## src/hw/rtl/mckd_pkg.sv

```systemverilog
package mckd_pkg;

    // Field widths fixed by the interface.
    localparam int unsigned KEY_PORTS = 4;
    localparam int unsigned EVENT_W   = 3;
    localparam int unsigned CFG_W     = 16;
    localparam int unsigned CFG_IDX_W = 2;

    typedef logic [EVENT_W-1:0] t_event;

    // Event codes reported per key.
    localparam t_event EV_NONE   = 3'd0;
    localparam t_event EV_SINGLE = 3'd1;
    localparam t_event EV_DOUBLE = 3'd2;
    localparam t_event EV_TRIPLE = 3'd3;
    localparam t_event EV_LONG   = 3'd4;

    // Configuration register indexes.
    localparam logic [CFG_IDX_W-1:0] CFG_CONFIRM = 2'd0;
    localparam logic [CFG_IDX_W-1:0] CFG_DWIN    = 2'd1;
    localparam logic [CFG_IDX_W-1:0] CFG_TWIN    = 2'd2;
    localparam logic [CFG_IDX_W-1:0] CFG_LPRESS  = 2'd3;

    // Configuration reset values.
    localparam logic [CFG_W-1:0] RST_CONFIRM = 16'd2;
    localparam logic [CFG_W-1:0] RST_DWIN    = 16'd30;
    localparam logic [CFG_W-1:0] RST_TWIN    = 16'd30;
    localparam logic [CFG_W-1:0] RST_LPRESS  = 16'd100;

    // Thresholds shared by every key lane.
    typedef struct packed {
        logic [CFG_W-1:0] confirm_ticks;
        logic [CFG_W-1:0] double_window_ticks;
        logic [CFG_W-1:0] triple_window_ticks;
        logic [CFG_W-1:0] long_press_ticks;
    } t_cfg;

endpackage

```

## src/hw/rtl/mckd_lane.sv

```systemverilog
module mckd_lane
    import mckd_pkg::*;
#(
    parameter int unsigned TIMER_BITS = 16
) (
    input  logic   i_clk,
    input  logic   i_rst_n,
    input  t_cfg   i_cfg,
    input  logic   i_tick,
    input  logic   i_pressed,
    output t_event o_event
);

    localparam int unsigned CW = (TIMER_BITS > CFG_W) ? TIMER_BITS : CFG_W;

    typedef enum logic [5:0] {
        ST_RELEASE = 6'b000001,
        ST_CONFIRM = 6'b000010,
        ST_CLICK   = 6'b000100,
        ST_DOUBLE  = 6'b001000,
        ST_TRIPLE  = 6'b010000,
        ST_LONG    = 6'b100000
    } t_state;

    typedef logic [1:0] t_count;
    localparam t_count CC_NONE = 2'd0;
    localparam t_count CC_ONE  = 2'd1;
    localparam t_count CC_TWO  = 2'd2;

    typedef logic [TIMER_BITS-1:0] t_timer;
    localparam t_timer T_ZERO = '0;
    localparam t_timer T_ONE  = t_timer'(1);

    t_state r_state, n_state;
    t_count r_click, n_click;
    t_timer r_press, n_press;
    t_timer r_double, n_double;
    t_timer r_triple, n_triple;
    t_event r_event, n_event;
    logic   r_level;

    logic [CW-1:0] w_confirm, w_dwin, w_twin, w_lpress;

    assign w_confirm = CW'(i_cfg.confirm_ticks);
    assign w_dwin    = CW'(i_cfg.double_window_ticks);
    assign w_twin    = CW'(i_cfg.triple_window_ticks);
    assign w_lpress  = CW'(i_cfg.long_press_ticks);

    // Event code that a finished press reports for the state it ends in.
    function automatic t_event state_event(input t_state s);
        t_event e;
        case (s)
            ST_CLICK:  e = EV_SINGLE;
            ST_DOUBLE: e = EV_DOUBLE;
            ST_TRIPLE: e = EV_TRIPLE;
            ST_LONG:   e = EV_LONG;
            default:   e = EV_NONE;
        endcase
        return e;
    endfunction

    // One scan tick of the detector, updates applied in a fixed order.
    always_comb begin
        n_state  = r_state;
        n_click  = r_click;
        n_press  = r_press;
        n_double = r_double;
        n_triple = r_triple;
        n_event  = i_pressed ? r_event : EV_NONE;

        // A new press may turn a pending click into a double or triple.
        if (i_pressed && !r_level) begin
            if (n_click == CC_ONE) begin
                if (n_double != T_ZERO && CW'(n_double) <= w_dwin) begin
                    n_click  = CC_TWO;
                    n_press  = T_ZERO;
                    n_double = T_ZERO;
                end
            end else if (n_click == CC_TWO) begin
                if (n_triple != T_ZERO && CW'(n_triple) <= w_dwin) begin
                    n_click  = CC_NONE;
                    n_triple = T_ZERO;
                    n_press  = T_ZERO;
                    n_state  = ST_TRIPLE;
                end
            end
        end

        if (CW'(n_triple) >= w_twin) begin
            n_state = ST_DOUBLE;
        end

        // Window timers run while a click or double click is pending.
        if (n_click == CC_ONE) begin
            if (CW'(n_double) >= w_dwin) begin
                n_click  = CC_NONE;
                n_double = T_ZERO;
            end else begin
                n_double = n_double + T_ONE;
            end
        end else if (n_click == CC_TWO) begin
            if (CW'(n_triple) >= w_twin) begin
                n_click  = CC_NONE;
                n_triple = T_ZERO;
            end else begin
                n_triple = n_triple + T_ONE;
            end
        end

        // Detector state machine.
        unique case (n_state)
            ST_RELEASE: begin
                if (i_pressed) begin
                    n_press = T_ZERO;
                    n_state = ST_CONFIRM;
                end
            end
            ST_CONFIRM: begin
                if (!i_pressed) begin
                    n_press = T_ZERO;
                    n_state = ST_RELEASE;
                end else if (CW'(n_press) >= w_confirm) begin
                    n_click  = CC_ONE;
                    n_double = T_ZERO;
                    n_state  = ST_CLICK;
                end else begin
                    n_press = n_press + T_ONE;
                end
            end
            ST_CLICK, ST_DOUBLE, ST_TRIPLE: begin
                if (!i_pressed) begin
                    if (n_state != ST_CLICK || CW'(n_double) >= w_dwin ||
                        (n_double == T_ZERO && CW'(n_press) >= w_dwin)) begin
                        n_click  = CC_NONE;
                        n_press  = T_ZERO;
                        n_double = T_ZERO;
                        n_event  = state_event(n_state);
                        n_state  = ST_RELEASE;
                    end
                end else if (CW'(n_press) >= w_lpress) begin
                    n_state = ST_LONG;
                end else begin
                    n_press = n_press + T_ONE;
                end
            end
            ST_LONG: begin
                if (!i_pressed) begin
                    n_click  = CC_NONE;
                    n_press  = T_ZERO;
                    n_double = T_ZERO;
                    n_event  = EV_LONG;
                    n_state  = ST_RELEASE;
                end
            end
            default: begin
                n_event = EV_NONE;
                n_state = ST_RELEASE;
            end
        endcase
    end

    // Lane state advances only on an accepted beat.
    always_ff @(posedge i_clk) begin
        if (!i_rst_n) begin
            r_state  <= ST_RELEASE;
            r_click  <= CC_NONE;
            r_press  <= T_ZERO;
            r_double <= T_ZERO;
            r_triple <= T_ZERO;
            r_event  <= EV_NONE;
            r_level  <= 1'b0;
        end else if (i_tick) begin
            r_state  <= n_state;
            r_click  <= n_click;
            r_press  <= n_press;
            r_double <= n_double;
            r_triple <= n_triple;
            r_event  <= n_event;
            r_level  <= i_pressed;
        end
    end

    assign o_event = r_event;

endmodule

```

## src/hw/rtl/mckd_merge.sv

```systemverilog
module mckd_merge
    import mckd_pkg::*;
#(
    parameter int unsigned KEY_COUNT = 4
) (
    input  t_event                       i_events [KEY_COUNT],
    output logic [KEY_PORTS*EVENT_W-1:0] o_key_events,
    output logic                         o_any_event
);

    localparam int unsigned NOUT = (KEY_COUNT < KEY_PORTS) ? KEY_COUNT : KEY_PORTS;

    // Pack the visible keys and flag an event on any key, hidden ones too.
    always_comb begin
        o_key_events = '0;
        o_any_event  = 1'b0;
        for (int k = 0; k < NOUT; k++) begin
            o_key_events[k*EVENT_W +: EVENT_W] = i_events[k];
        end
        for (int k = 0; k < KEY_COUNT; k++) begin
            if (i_events[k] != EV_NONE) begin
                o_any_event = 1'b1;
            end
        end
    end

endmodule

```

## src/hw/rtl/multi_click_key_detector_core.sv

```systemverilog
// Channel  | Direction | Handshake                 | Payload
// in       | input     | i_in_valid / o_in_stall   | i_key_levels
// out      | output    | o_out_valid / i_out_stall | o_key_events, o_any_event
// cfg      | input     | i_cfg_we                  | i_cfg_index, i_cfg_data
//
// Every key has its own lane; all lanes advance together on each accepted beat,
// so one beat is taken per cycle while the input is not stalled, and its result
// appears on the next cycle. The lane event registers are the output register;
// they hold while the result beat is stalled, and the input stalls only while a
// result is still waiting. Synchronous active-low reset returns every key to
// release, clears all counters and loads the default thresholds.
module multi_click_key_detector_core
    import mckd_pkg::*;
#(
    parameter int unsigned KEY_COUNT  = 4,
    parameter int unsigned TIMER_BITS = 16
) (
    input  logic                         i_clk,
    input  logic                         i_rst_n,
    input  logic                         i_in_valid,
    output logic                         o_in_stall,
    input  logic [KEY_PORTS-1:0]         i_key_levels,
    output logic                         o_out_valid,
    input  logic                         i_out_stall,
    output logic [KEY_PORTS*EVENT_W-1:0] o_key_events,
    output logic                         o_any_event,
    input  logic                         i_cfg_we,
    input  logic [CFG_IDX_W-1:0]         i_cfg_index,
    input  logic [CFG_W-1:0]             i_cfg_data
);

    t_cfg   r_cfg;
    logic   r_out_valid;
    logic   w_fire;
    t_event w_events [KEY_COUNT];

    // Configuration registers.
    always_ff @(posedge i_clk) begin
        if (!i_rst_n) begin
            r_cfg.confirm_ticks       <= RST_CONFIRM;
            r_cfg.double_window_ticks <= RST_DWIN;
            r_cfg.triple_window_ticks <= RST_TWIN;
            r_cfg.long_press_ticks    <= RST_LPRESS;
        end else if (i_cfg_we) begin
            unique case (i_cfg_index)
                CFG_CONFIRM: r_cfg.confirm_ticks       <= i_cfg_data;
                CFG_DWIN:    r_cfg.double_window_ticks <= i_cfg_data;
                CFG_TWIN:    r_cfg.triple_window_ticks <= i_cfg_data;
                CFG_LPRESS:  r_cfg.long_press_ticks    <= i_cfg_data;
            endcase
        end
    end

    // Handshake: take a beat unless a finished result is held by the sink.
    assign o_in_stall = r_out_valid & i_out_stall;
    assign w_fire     = i_in_valid & ~o_in_stall;

    always_ff @(posedge i_clk) begin
        if (!i_rst_n) begin
            r_out_valid <= 1'b0;
        end else begin
            r_out_valid <= w_fire | (r_out_valid & i_out_stall);
        end
    end

    assign o_out_valid = r_out_valid;

    // One lane per key; keys without an input bit read as released.
    for (genvar k = 0; k < KEY_COUNT; k++) begin : g_lane
        logic w_pressed;
        if (k < KEY_PORTS) begin : g_in
            assign w_pressed = i_key_levels[k];
        end else begin : g_none
            assign w_pressed = 1'b0;
        end

        mckd_lane #(
            .TIMER_BITS(TIMER_BITS)
        ) u_lane (
            .i_clk    (i_clk),
            .i_rst_n  (i_rst_n),
            .i_cfg    (r_cfg),
            .i_tick   (w_fire),
            .i_pressed(w_pressed),
            .o_event  (w_events[k])
        );
    end

    // Combine the lane events into the result beat.
    mckd_merge #(
        .KEY_COUNT(KEY_COUNT)
    ) u_merge (
        .i_events    (w_events),
        .o_key_events(o_key_events),
        .o_any_event (o_any_event)
    );

    // An accepted beat always produces a result on the next cycle.
    a_fire_gives_result: assert property (@(posedge i_clk) disable iff (!i_rst_n)
        w_fire |=> o_out_valid)
        else $error("accepted beat produced no result");

    // A visible key event must raise the summary flag.
    a_any_covers_events: assert property (@(posedge i_clk) disable iff (!i_rst_n)
        (o_key_events != '0) |-> o_any_event)
        else $error("key event without any_event");

    // The input is never stalled while no result is pending.
    a_no_idle_stall: assert property (@(posedge i_clk) disable iff (!i_rst_n)
        !o_out_valid |-> !o_in_stall)
        else $error("input stalled with empty output");

    // Lane state holds while the result beat is stalled.
    a_hold_on_stall: assert property (@(posedge i_clk) disable iff (!i_rst_n)
        (o_out_valid && i_out_stall) |=> $stable(o_key_events) && $stable(o_any_event))
        else $error("result changed under stall");

endmodule
```

## config.mk

```make
export PLATFORM = sky130hd
export DESIGN_NAME = multi_click_key_detector_core
export DESIGN_NICKNAME = d
export VERILOG_FILES = /design/src/hw/rtl/mckd_pkg.sv /design/src/hw/rtl/mckd_lane.sv /design/src/hw/rtl/mckd_merge.sv /design/src/hw/rtl/multi_click_key_detector_core.sv
export SDC_FILE = /design/constraint.sdc
export NUM_CORES = 2
export LEC_CHECK = 0
export CAP_MARGIN = 20
export CORE_UTILIZATION = 60
export CTS_CLUSTER_DIAMETER = 120
export DETAILED_ROUTE_END_ITERATION = 8
export DONT_BUFFER_PORTS = 1
export GPL_TIMING_DRIVEN = 0
export PLACE_DENSITY = 0.76
export SLEW_MARGIN = 20
export SYNTH_ARGS = -nofsm -noshare
export SYNTH_HDL_FRONTEND = slang
export SYNTH_HIERARCHICAL = 1
export SYNTH_SLANG_ARGS = --single-unit
```

## constraint.sdc

```tcl
create_clock -name i_clk -period 13.1 [get_ports i_clk]
set_input_delay 3.93 -clock i_clk [delete_from_list [all_inputs] [get_ports i_clk]]
set_output_delay 3.93 -clock i_clk [all_outputs]
set_load 0.01 [all_outputs]
```

==> metrics <==
outcome=completed; r2r worst-path depth=28; worst setup margin=1800 ps; Max rail drop VDD=74.3 uV; unrepaired setup endpoints after global routing=no; pin count of the biggest net entering global routing=17; weighted congestion reported at the end of routability-driven placement=0.992; internal power=1.81 mW; Final ANT Viol Nets=0; std cell rows=85; # port buffers=0; Synth cell types=113; antenna violations before repair=9; Initial Util=0.609; Placement Cell Area=0.0338 sq mm; vias in the first global route=31900; iteration-0 DRC count of the detailed router=3798; part of the cycle the worst path needs=0.862; sequential group share of total power=0.375; number of flops mapped to enable cells by yosys=0; Net count, final=4991; cell taking the most area after synthesis=ha_1; count of cells along the worst hold path=2; Setup Skew=30.1 ps; slowest stage cell, crit path=a21oi_1; clock-pin transition on the worst setup and hold timing paths=60 ps; layout filler cell count=4822; num ports=42; maximum level of the CTS H-tree=2; share of the core filled with cells=0.653; number of remaining DRC errors=0; routed len/inst=22.6 microns; clk sink count=305; clock tree buffer depth=3; final-report max-slew violation count=0; CTS tree=yes; Worst Max-Slew Pin Slew=1070 ps; overall power=2.59 mW; cts bufs inserted=41; Mapped Area=0.0329 sq mm; non-filler cells in the finished layout=5170; proportion of total power due to net switching=0.303; GRT overflow=0; first-pass GRT wire length=181000 microns; element type at the critical path end=flip-flop; detailed-route via count=34600; dominant cells by area after synthesis=ha_1 20%, dfxtp_1 19%, nand2_1 5.8%; hold buffer count at cts=0; total routing resource utilization after global routing=0.409; floorplan die width=236 microns; Clock Root Buffer=clkbuf_16; arrival time worst endpoint=11770 ps; sequential fraction of the synthesis area=0.186; final hold viol count=0; switching pwr=0.786 mW; share of power burned in combinational logic=0.152; Crit path top cell by count=o21ai_0; Synth top cells by count=524 x ha_1, 512 x nand2_1, 385 x inv_1; Sum Neg Setup Slack=0 ps; Placed Cells incl. Taps=5093; number of cells produced by synthesis=4396; Max-Slew Margin vs Limit=0.279; kind of path behind the tightest hold check=reg2reg; power per unit of standard cell area=73.6 mW/mm^2; hpwl dp=89200 microns; worst slack after detailed placement=1490 ps; leakage power=16.3 nW; synthesis-to-layout area growth=7.18%; total non-filler cell area in the finished layout=0.0353 sq mm; proportion of register bits with asynchronous set or reset after synthesis=0; number of synthesized register bits=305; delay of the slowest cell on the worst path=900 ps; final number of setup-violating endpoints=0; share of total power in the clock network=0.473; clk_lat worst skew=600 ps; die boundary height=236 microns; classification of the worst setup path=in2reg; leading register cell type out of synthesis=dfxtp_1; count of synthesis-stage warnings from yosys=6; clock period minus final worst setup slack=11300 ps; most repeated cell in the gate-level netlist after synthesis=ha_1; hold slack final=487 ps; overall die area=0.0558 sq mm; placeable core area=0.0540 sq mm; share of the synthesized area in the top cell type=0.199; setup repair bufs after CTS=0; Worst EP required=13580 ps; total of max-cap violations=0; Gates resized, CTS repair=0; Fmax achieved=88.5 MHz; wire length after detailed routing=117000 microns; layout cell share with drive strength beyond 1=0.0481; first-pass iteration count of the detailed router=6; syn_nets=4947; Avg Vias per Cell=6.69; kind of start point of the critical path=input port; per-instance average area after synthesis=7.49 sq um; Max FO, Critical Path=10
[registers in the layout, indices dropped and copies added, names as in the netlist]
name                    cells
g_lane.u_lane/r_state      24
g_lane.u_lane/r_triple     64
g_lane.u_lane/r_click       8
g_lane.u_lane/r_level       4
g_lane.u_lane/o_event      12
g_lane.u_lane/r_press      64
g_lane.u_lane/r_double     64
r_cfg                      64
o_out_valid                 1
[worst max-delay path: cells and delay by family]
kind | cells | cell delay (ps)
and+or+nand+nor | 6 | 2210
AOI/OAI and AO/OA | 14 | 4130
adders and majority gates | 2 | 530
buffers and inverters | 4 | 960
[area by class of cell]
class,count,area [sq um],area share
tap,696,871,0.0247
antenna,5,12.5,0.000355
clock buffer,54,1150,0.0327
clock inverter,18,269,0.00763
sequential,305,6110,0.173
multi-input combinational,3513,24400,0.692
timing repair buffer,1,27.5,0.000780
buffer,192,972,0.0276
inverter,386,1450,0.0411
[cells by family (layout without fill, tap and decap cells)]
group,count (synthesis),in the layout,share of synthesized area
simple gates,1621,1621,0.246
compound gates,1222,1222,0.253
buf+inv,578,651,0.0736
fa+ha+maj,524,524,0.199
flops,305,305,0.186
mux,83,83,0.0259
xor+xnor,63,63,0.0168
other cells,0,5,0
[routing by layer]
metal | track usage | share of wire
met5 | 0 | 0.00060
met4 | 0.214 | 0.056
met1 | 0.539 | 0.40
met3 | 0.0824 | 0.11
met2 | 0.629 | 0.43
[power by group through the flow]
stage	combinational, mW	clock (mW)	sequential (mW)
2_1_floorplan	0.266	0	0.973
3_3_place_gp	0.370	0	0.990
3_5_place_dp	0.377	0	0.990
4_1_cts	0.380	1.23	0.969
5_1_grt	0.428	1.27	0.971
6_report	0.395	1.23	0.972
[placed cells by master (no fill, tap or decap), types with 31 or more instances in the layout]
master,synthesis,layout
nand4_1,112,112
o211ai_1,53,53
a22o_1,32,32
o21ai_0,266,266
and3_1,73,73
a21o_1,125,125
a31oi_1,52,52
nor2b_1,95,94
mux2i_1,76,76
nor4_1,67,66
nor2_1,276,276
nor3_1,73,72
inv_1,385,385
xnor2_1,34,34
a21oi_1,271,271
ha_1,524,524
o21a_1,36,36
and2_1,115,115
clkbuf_16,0,41
clkbuf_1,128,133
dfxtp_1,305,304
nand3_1,155,155
a211oi_1,46,46
nand2b_1,45,45
a32oi_1,31,31
nand2_1,512,512
[final timing paths]
check	from	end	slack (ps)
max reg2reg	r_cfg[45]	g_lane[3].u_lane/r_double[8]	3480
min reg2reg	g_lane[2].u_lane/r_press[15]	g_lane[2].u_lane/r_press[15]	490
max	i_key_levels[3]	g_lane[3].u_lane/r_double[8]	1800
min	g_lane[2].u_lane/r_press[15]	g_lane[2].u_lane/r_press[15]	490
Note: power is estimated with default switching activity, not from simulation.
